<file path="config.mk">
export PLATFORM = sky130hd
export DESIGN_NAME = signed_integer_divider_unit
export DESIGN_NICKNAME = d
export VERILOG_FILES = /design/src/sidu_pkg.sv /design/src/sidu_ctrl.sv /design/src/sidu_datapath.sv /design/src/signed_integer_divider_unit.sv
export VERILOG_INCLUDE_DIRS = /design/src /design/src/src
export SDC_FILE = /design/constraint.sdc
export NUM_CORES = 1
export LEC_CHECK = 0
export BUFFER_PORTS_ARGS = -buffer_cell sky130_fd_sc_hd__buf_2
export CORE_MARGIN = 2
export CORE_UTILIZATION = 30
export CTS_BUF_LIST = sky130_fd_sc_hd__clkbuf_4 sky130_fd_sc_hd__clkbuf_8
export DETAILED_ROUTE_END_ITERATION = 10
export GPL_TIMING_DRIVEN = 0
export PLACE_DENSITY = 0.55
export SETUP_SLACK_MARGIN = 0.2
export SYNTH_ARGS = -nofsm -noshare
export SYNTH_HDL_FRONTEND = slang
export SYNTH_SLANG_ARGS = --single-unit
</file>
<file path="constraint.sdc">
create_clock -name i_clk -period 3 [get_ports i_clk]
set_input_delay 0.6 -clock i_clk [delete_from_list [all_inputs] [get_ports i_clk]]
set_output_delay 0.6 -clock i_clk [all_outputs]
set_load 0.05 [all_outputs]
</file>
<file path="src/signed_integer_divider_unit_macros.svh">
// -----------------------------------------------------------------------------
// Assertion macros for the signed integer divider
// Shared concurrent assertion forms, clocked on i_clk, off during reset.
// -----------------------------------------------------------------------------
`ifndef SIGNED_INTEGER_DIVIDER_UNIT_MACROS_SVH
`define SIGNED_INTEGER_DIVIDER_UNIT_MACROS_SVH

// same-cycle implication
`define SIDU_ASSERT_NOW(label, ante, cons, msg) \
    label: assert property (@(posedge i_clk) disable iff (!i_rst_n) \
        (ante) |-> (cons)) else $error(msg);

// next-cycle implication
`define SIDU_ASSERT_NEXT(label, ante, cons, msg) \
    label: assert property (@(posedge i_clk) disable iff (!i_rst_n) \
        (ante) |=> (cons)) else $error(msg);

`endif

</file>
<file path="src/sidu_pkg.sv">
// -----------------------------------------------------------------------------
// sidu_pkg
// Widths, state encoding and controller/datapath interface types.
// -----------------------------------------------------------------------------
package sidu_pkg;

    localparam int WIDTH = 32;
    localparam int CNT_W = $clog2(WIDTH);

    localparam logic [WIDTH-1:0] INT_MAX = {1'b0, {(WIDTH-1){1'b1}}};
    localparam logic [WIDTH-1:0] INT_MIN = {1'b1, {(WIDTH-1){1'b0}}};

    typedef enum logic [1:0] {
        S_IDLE,
        S_ITER,
        S_FIX
    } t_state;

    typedef struct packed {
        logic load;
        logic step;
        logic finish;
    } t_cmd;

    typedef struct packed {
        logic last;
    } t_status;

endpackage

</file>
<file path="src/sidu_ctrl.sv">
// -----------------------------------------------------------------------------
// sidu_ctrl
// Sequencer: load, one quotient bit per cycle, sign fix into output register.
// -----------------------------------------------------------------------------
module sidu_ctrl
    import sidu_pkg::*;
(
    input  logic    i_clk,
    input  logic    i_rst_n,
    input  logic    i_in_valid,
    output logic    o_in_ready,
    output logic    o_out_valid,
    input  logic    i_out_ready,
    input  t_status i_status,
    output t_cmd    o_cmd
);

    t_state r_state;
    t_state n_state;
    logic   r_out_valid;
    logic   n_out_valid;

    always_ff @(posedge i_clk) begin
        if (!i_rst_n) begin
            r_state     <= S_IDLE;
            r_out_valid <= 1'b0;
        end else begin
            r_state     <= n_state;
            r_out_valid <= n_out_valid;
        end
    end

    always_comb begin
        n_state    = r_state;
        o_cmd      = '0;
        o_in_ready = 1'b0;
        unique case (r_state)
            S_IDLE: begin
                o_in_ready = 1'b1;
                if (i_in_valid) begin
                    o_cmd.load = 1'b1;
                    n_state    = S_ITER;
                end
            end
            S_ITER: begin
                o_cmd.step = 1'b1;
                if (i_status.last) begin
                    n_state = S_FIX;
                end
            end
            S_FIX: begin
                if (!r_out_valid || i_out_ready) begin
                    o_cmd.finish = 1'b1;
                    n_state      = S_IDLE;
                end
            end
            default: begin
                n_state = S_IDLE;
            end
        endcase
    end

    always_comb begin
        priority if (o_cmd.finish) begin
            n_out_valid = 1'b1;
        end else if (i_out_ready) begin
            n_out_valid = 1'b0;
        end else begin
            n_out_valid = r_out_valid;
        end
    end

    assign o_out_valid = r_out_valid;

endmodule

</file>
<file path="src/sidu_datapath.sv">
// -----------------------------------------------------------------------------
// sidu_datapath
// Magnitude restoring division, bit counter, sign correction, result register.
// -----------------------------------------------------------------------------
module sidu_datapath
    import sidu_pkg::*;
(
    input  logic                    i_clk,
    input  logic signed [WIDTH-1:0] i_dividend,
    input  logic signed [WIDTH-1:0] i_divisor,
    input  t_cmd                    i_cmd,
    output t_status                 o_status,
    output logic signed [WIDTH-1:0] o_quotient
);

    logic [WIDTH-1:0] r_num;
    logic [WIDTH-1:0] n_num;
    logic [WIDTH-1:0] r_den;
    logic [WIDTH-1:0] n_den;
    logic [WIDTH-1:0] r_rem;
    logic [WIDTH-1:0] n_rem;
    logic [CNT_W-1:0] r_cnt;
    logic [CNT_W-1:0] n_cnt;
    logic             r_b_zero;
    logic             r_a_zero;
    logic             r_a_pos;
    logic             r_neg;
    logic [WIDTH-1:0] r_quotient;
    logic [WIDTH-1:0] n_quotient;

    logic [WIDTH-1:0] ua;
    logic [WIDTH-1:0] ub;
    logic [WIDTH-1:0] mag_a;
    logic [WIDTH-1:0] mag_b;
    logic [WIDTH:0]   trial;
    logic [WIDTH:0]   diff;
    logic             ge;
    logic [WIDTH-1:0] neg_q;

    assign ua    = i_dividend;
    assign ub    = i_divisor;
    assign mag_a = ua[WIDTH-1] ? (~ua + WIDTH'(1)) : ua;
    assign mag_b = ub[WIDTH-1] ? (~ub + WIDTH'(1)) : ub;

    assign trial = {r_rem, r_num[WIDTH-1]};
    assign diff  = trial - {1'b0, r_den};
    assign ge    = (trial >= {1'b0, r_den});
    assign neg_q = ~r_num + WIDTH'(1);

    always_comb begin
        n_num = r_num;
        n_den = r_den;
        n_rem = r_rem;
        n_cnt = r_cnt;
        priority if (i_cmd.load) begin
            n_num = mag_a;
            n_den = mag_b;
            n_rem = '0;
            n_cnt = CNT_W'(WIDTH - 1);
        end else if (i_cmd.step) begin
            n_num = {r_num[WIDTH-2:0], ge};
            n_rem = ge ? diff[WIDTH-1:0] : trial[WIDTH-1:0];
            n_cnt = r_cnt - CNT_W'(1);
        end else begin
            n_cnt = r_cnt;
        end
    end

    always_comb begin
        priority if (r_b_zero) begin
            n_quotient = r_a_pos ? INT_MAX : INT_MIN;
        end else if (r_a_zero) begin
            n_quotient = '0;
        end else if (r_neg) begin
            n_quotient = neg_q;
        end else if (r_num[WIDTH-1]) begin
            n_quotient = INT_MAX;
        end else begin
            n_quotient = r_num;
        end
    end

    always_ff @(posedge i_clk) begin
        r_num <= n_num;
        r_den <= n_den;
        r_rem <= n_rem;
        r_cnt <= n_cnt;
        if (i_cmd.load) begin
            r_b_zero <= (ub == '0);
            r_a_zero <= (ua == '0);
            r_a_pos  <= !ua[WIDTH-1] && (ua != '0);
            r_neg    <= ua[WIDTH-1] ^ ub[WIDTH-1];
        end
        if (i_cmd.finish) begin
            r_quotient <= n_quotient;
        end
    end

    assign o_status.last = (r_cnt == '0);
    assign o_quotient    = r_quotient;

endmodule

</file>
<file path="src/signed_integer_divider_unit.sv">
// -----------------------------------------------------------------------------
// signed_integer_divider_unit
// 32-bit signed divider, quotient truncated toward zero.
// -----------------------------------------------------------------------------
// One request at a time: a request is taken when idle, the magnitudes are
// divided by restoring shift-and-subtract at one quotient bit per cycle
// through a single 33-bit subtractor, then the sign step applies the sign
// and writes the output register, and the unit is idle again. A finished
// result waits in the output register while the next request is accepted;
// the sign step holds only if that register is still full. Overflow (most
// negative by minus one) saturates to the largest positive value; a zero
// divisor gives the largest positive value for a positive dividend, else
// the most negative.
// -----------------------------------------------------------------------------
`include "signed_integer_divider_unit_macros.svh"

module signed_integer_divider_unit
    import sidu_pkg::*;
(
    input  logic                    i_clk,
    input  logic                    i_rst_n,
    input  logic                    i_in_valid,
    output logic                    o_in_ready,
    input  logic signed [WIDTH-1:0] i_dividend,
    input  logic signed [WIDTH-1:0] i_divisor,
    output logic                    o_out_valid,
    input  logic                    i_out_ready,
    output logic signed [WIDTH-1:0] o_quotient
);

    t_cmd    cmd;
    t_status status;

    sidu_ctrl u_ctrl (
        .i_clk       (i_clk),
        .i_rst_n     (i_rst_n),
        .i_in_valid  (i_in_valid),
        .o_in_ready  (o_in_ready),
        .o_out_valid (o_out_valid),
        .i_out_ready (i_out_ready),
        .i_status    (status),
        .o_cmd       (cmd)
    );

    sidu_datapath u_datapath (
        .i_clk      (i_clk),
        .i_dividend (i_dividend),
        .i_divisor  (i_divisor),
        .i_cmd      (cmd),
        .o_status   (status),
        .o_quotient (o_quotient)
    );

    `SIDU_ASSERT_NOW(a_cmd_onehot, 1'b1, $onehot0(cmd), "overlapping commands")
    `SIDU_ASSERT_NOW(a_no_overwrite, cmd.finish, !o_out_valid || i_out_ready, "result overwritten")
    `SIDU_ASSERT_NEXT(a_busy_after_load, i_in_valid && o_in_ready, !o_in_ready, "ready while busy")

endmodule

</file>
==> qor.yml <==
clock_network:
  numCtsBuffers: 17
  hold_buffers: 0
  cts_sinks: 140
  cts_tree: "yes"
  clk_pin_slew_ns: 0.09
  root_buffer: "clkbuf_8"
  clkLatencyLatePin_ns: 0.47
  htreeDepth: 4
  clockBufferDepth: 2
global_routing:
  grt_pass1_vias: 7423
  overflow: 0
  busiest_layer: "met2"
  antenna_found_initial: 0
  grtUsageMet2: 0.267
  grt_max_degree: 44
  grt_pass1_wl_mm: 39.0
  grt_use_met1: 0.209
  grt_util_all_layers: 0.159
  use_met3: 0.0242
setup_path:
  start_kind: "flip-flop"
  path_cells: "inv_2 > ha_1 > nor2b_1 > o31a_1 > o21ai_4 > a211oi_4 > o21ai_2 > nand2_2 > a21oi_4 > buf_12 > buf_8 > mux2i_2 > o22ai_1"
  reg2reg_slack_ns: 0.19
  crit_type: "reg2reg"
  cp-end-kind: "flip-flop"
  crit_start: "u_datapath.r_den[1]$_DFFE_PP_"
  cpMaxStageDelayCell: "edfxtp_1"
  required_ns: 3.32
  cpPeakStageDelay_ns: 0.44
  r2r-start: "u_datapath.r_den[1]$_DFFE_PP_"
  cp_top_family: "compound AO/OA/AOI/OAI gates"
  critPathArrivalTime_ns: 3.13
  cp_max_fo: 8
  crit_buf_inv: 3
timing:
  setup_viol: 0
  slew_viol_final: 0
  tightest_slew_ns: 0.891
  finalSetupTns_ns: 0
  fin_skew_ns: 0.0232
  timing.slew.headroom: 0.405
  fin_crit_sh: 0.937
  period_needed_ns: 2.81
  finalHoldViolations: 0
  max_freq_ghz: 0.356
  rsz0062_at_grt: "true"
  whs_ns: 0.374
power:
  vdd_drop_max_mv: 0.328
  p_per_area_nw_per_um2: 726
  power_mw: 8.23
  power.leakage_nw: 4.47
floorplan:
  initial_utilization: 0.305
  die_y_um: 178
  die_w_um: 178
  rows: 63
  die-area_um2: 31600
  placeableCoreArea_um2: 29700
  io_pins: 102
synthesis:
  synth_fp_nets: 1080
  synthFlopType: "edfxtp_1"
  ys_types: 60
  synth.largest_area_cell: "edfxtp_1"
  synth_mux_area_frac: 0.0254
  synth_edf_count: 100
  ys_ff_latch: 140
  avgSynthCellArea_um2: 9.29
  synth_xor_area_frac: 0.110
  ys_warn_count: 0
  synth_area_leaders: "edfxtp_1 (33%), dfxtp_1 (8.8%), xnor2_1 (5.9%), o21ai_0 (5.3%), nand2_1 (5.2%)"
  syn-cell-area_um2: 9060
  yosysMostFrequentCell: "nand2_1"
  synth_compound_area_frac: 0.190
  synthAdderAreaFrac: 0.0519
  synth_top_family_by_area: "compound AO/OA/AOI/OAI gates"
  async_reset_ff_frac: 0
  syn-instance-count: 975
  synthSimpleGateAreaFrac: 0.158
  yosysTopAreaCellShare: 0.331
  seq_area_frac_synth: 0.420
  synth_commonest_cells: "nand2_1 (125), edfxtp_1 (100), o21ai_0 (96)"
status:
  run_status: "complete, no violations"
min_path:
  hold_start: "i_divisor[0]"
  hp-class: "in2reg"
final_layout:
  syn_to_final_growth_pct: 25.1
  layout.area.seq_um2: 3800
  drive_gt1_frac: 0.229
  n_fill_cell: 2982
  fin_cells: 1538
  multi_input_area_um2: 5290
  finalInstanceArea_um2: 11300
  num_antenna_cells: 0
  nets: 1240
run:
  drv_cap: 0
drt:
  routed_wl_mm: 25.3
  drc: 0
  dr_total_vias: 7881
  avgViaCountPerCell: 5.12
  first_iter_violations: 506
  wire_per_inst_um: 16.5
  ant_nets: 0
  first_pass_iters: 5
place:
  placed_area_um2: 10100
  gp_routability_congestion: 0.860
  dp.cells: 1465
  io_buffers: 100
  hpwl_mm: 18.2
state kept, by name (all words and copies together), names as in the netlist, 2 cells and up:
signal and count:
u_datapath.r_num 32, u_datapath.r_cnt 5, u_datapath.r_den 32, u_datapath.o_quotient 32, u_ctrl.r_state 2, u_datapath.r_rem 32
path summary, 6_finish.rpt:
path / cells past startpoint / to
worst max register to register: 13 / u_datapath.r_rem[10]$_SDFFE_PP0P_
worst min register to register: 2 / u_datapath.r_rem[15]$_SDFFE_PP0P_
worst min-delay path: 1 / u_datapath.r_den[0]$_DFFE_PP_
worst max-delay path: 13 / u_datapath.r_rem[10]$_SDFFE_PP0P_
per-stage QoR:
stage | setup slack (ns) | util
floorplan | -0.0251 | -
detailed placement | -0.859 | 0.340
global route | 0.0839 | 0.381
global placement | -0.787 | 0.340
finish | 0.188 | 0.381
CTS | 0.134 | 0.368
worst reg2reg max path, delay by kind of cell (launching register included):
kind | cells | cell delay (ns)
compound gates | 6 | 1.14
mux | 1 | 0.21
buf+inv | 3 | 0.40
flops | 1 | 0.44
simple gates | 2 | 0.25
fa+ha+maj | 1 | 0.23
layout make-up:
cell class | count | area share
sequential | 140 | 0.336
timing repair buffer | 140 | 0.0784
buffer | 49 | 0.0216
clock inverter | 14 | 0.0124
timing repair inverter | 1 | 0.000662
inverter | 56 | 0.0198
tap | 390 | 0.0431
clock buffer | 18 | 0.0219
multi-input combinational | 730 | 0.467
where the power goes:
group / internal (mW) / leakage [nW] / switching (mW) / total, mW
Sequential: 2.42 / 1.29 / 0.302 / 2.73
Clock: 0.644 / 0.200 / 0.904 / 1.55
Combinational: 1.87 / 2.98 / 2.09 / 3.96
routing by layer:
layer,vias up,share of wire
met1,3744,0.46
li1,3901,-
met4,0,0.018
met5,-,0
met3,31,0.050
met2,205,0.47
cell usage in the layout (no fill, tap or decap), types with 36 or more instances in the layout:
cell type | netlist | final
nand2_1 | 125 | 124
edfxtp_1 | 100 | 100
buf_2 | 2 | 95
o21ai_0 | 96 | 79
xnor2_1 | 61 | 60
xor2_1 | 53 | 53
inv_1 | 55 | 49
dfxtp_1 | 40 | 40
clkbuf_1 | 41 | 36
a21oi_1 | 40 | 36
buf_4 | 0 | 36
kinds of logic (layout without fill, tap and decap cells):
family | Yosys count | after routing
xor gates and xnor gates | 114 | 114
muxes | 23 | 23
DFF | 140 | 140
buffers and inverters | 105 | 278
AOI/OAI and AO/OA | 266 | 266
and+or+nand+nor | 290 | 290
adders and majority gates | 37 | 37
timing repair:
action	4_1_cts	5_1_grt
resized for setup	54	80
setup endpoints to repair	75	43
pin swaps	16	36
cloned	3	0
setup buffers	21	17
Power figures use the tool's default switching activity.
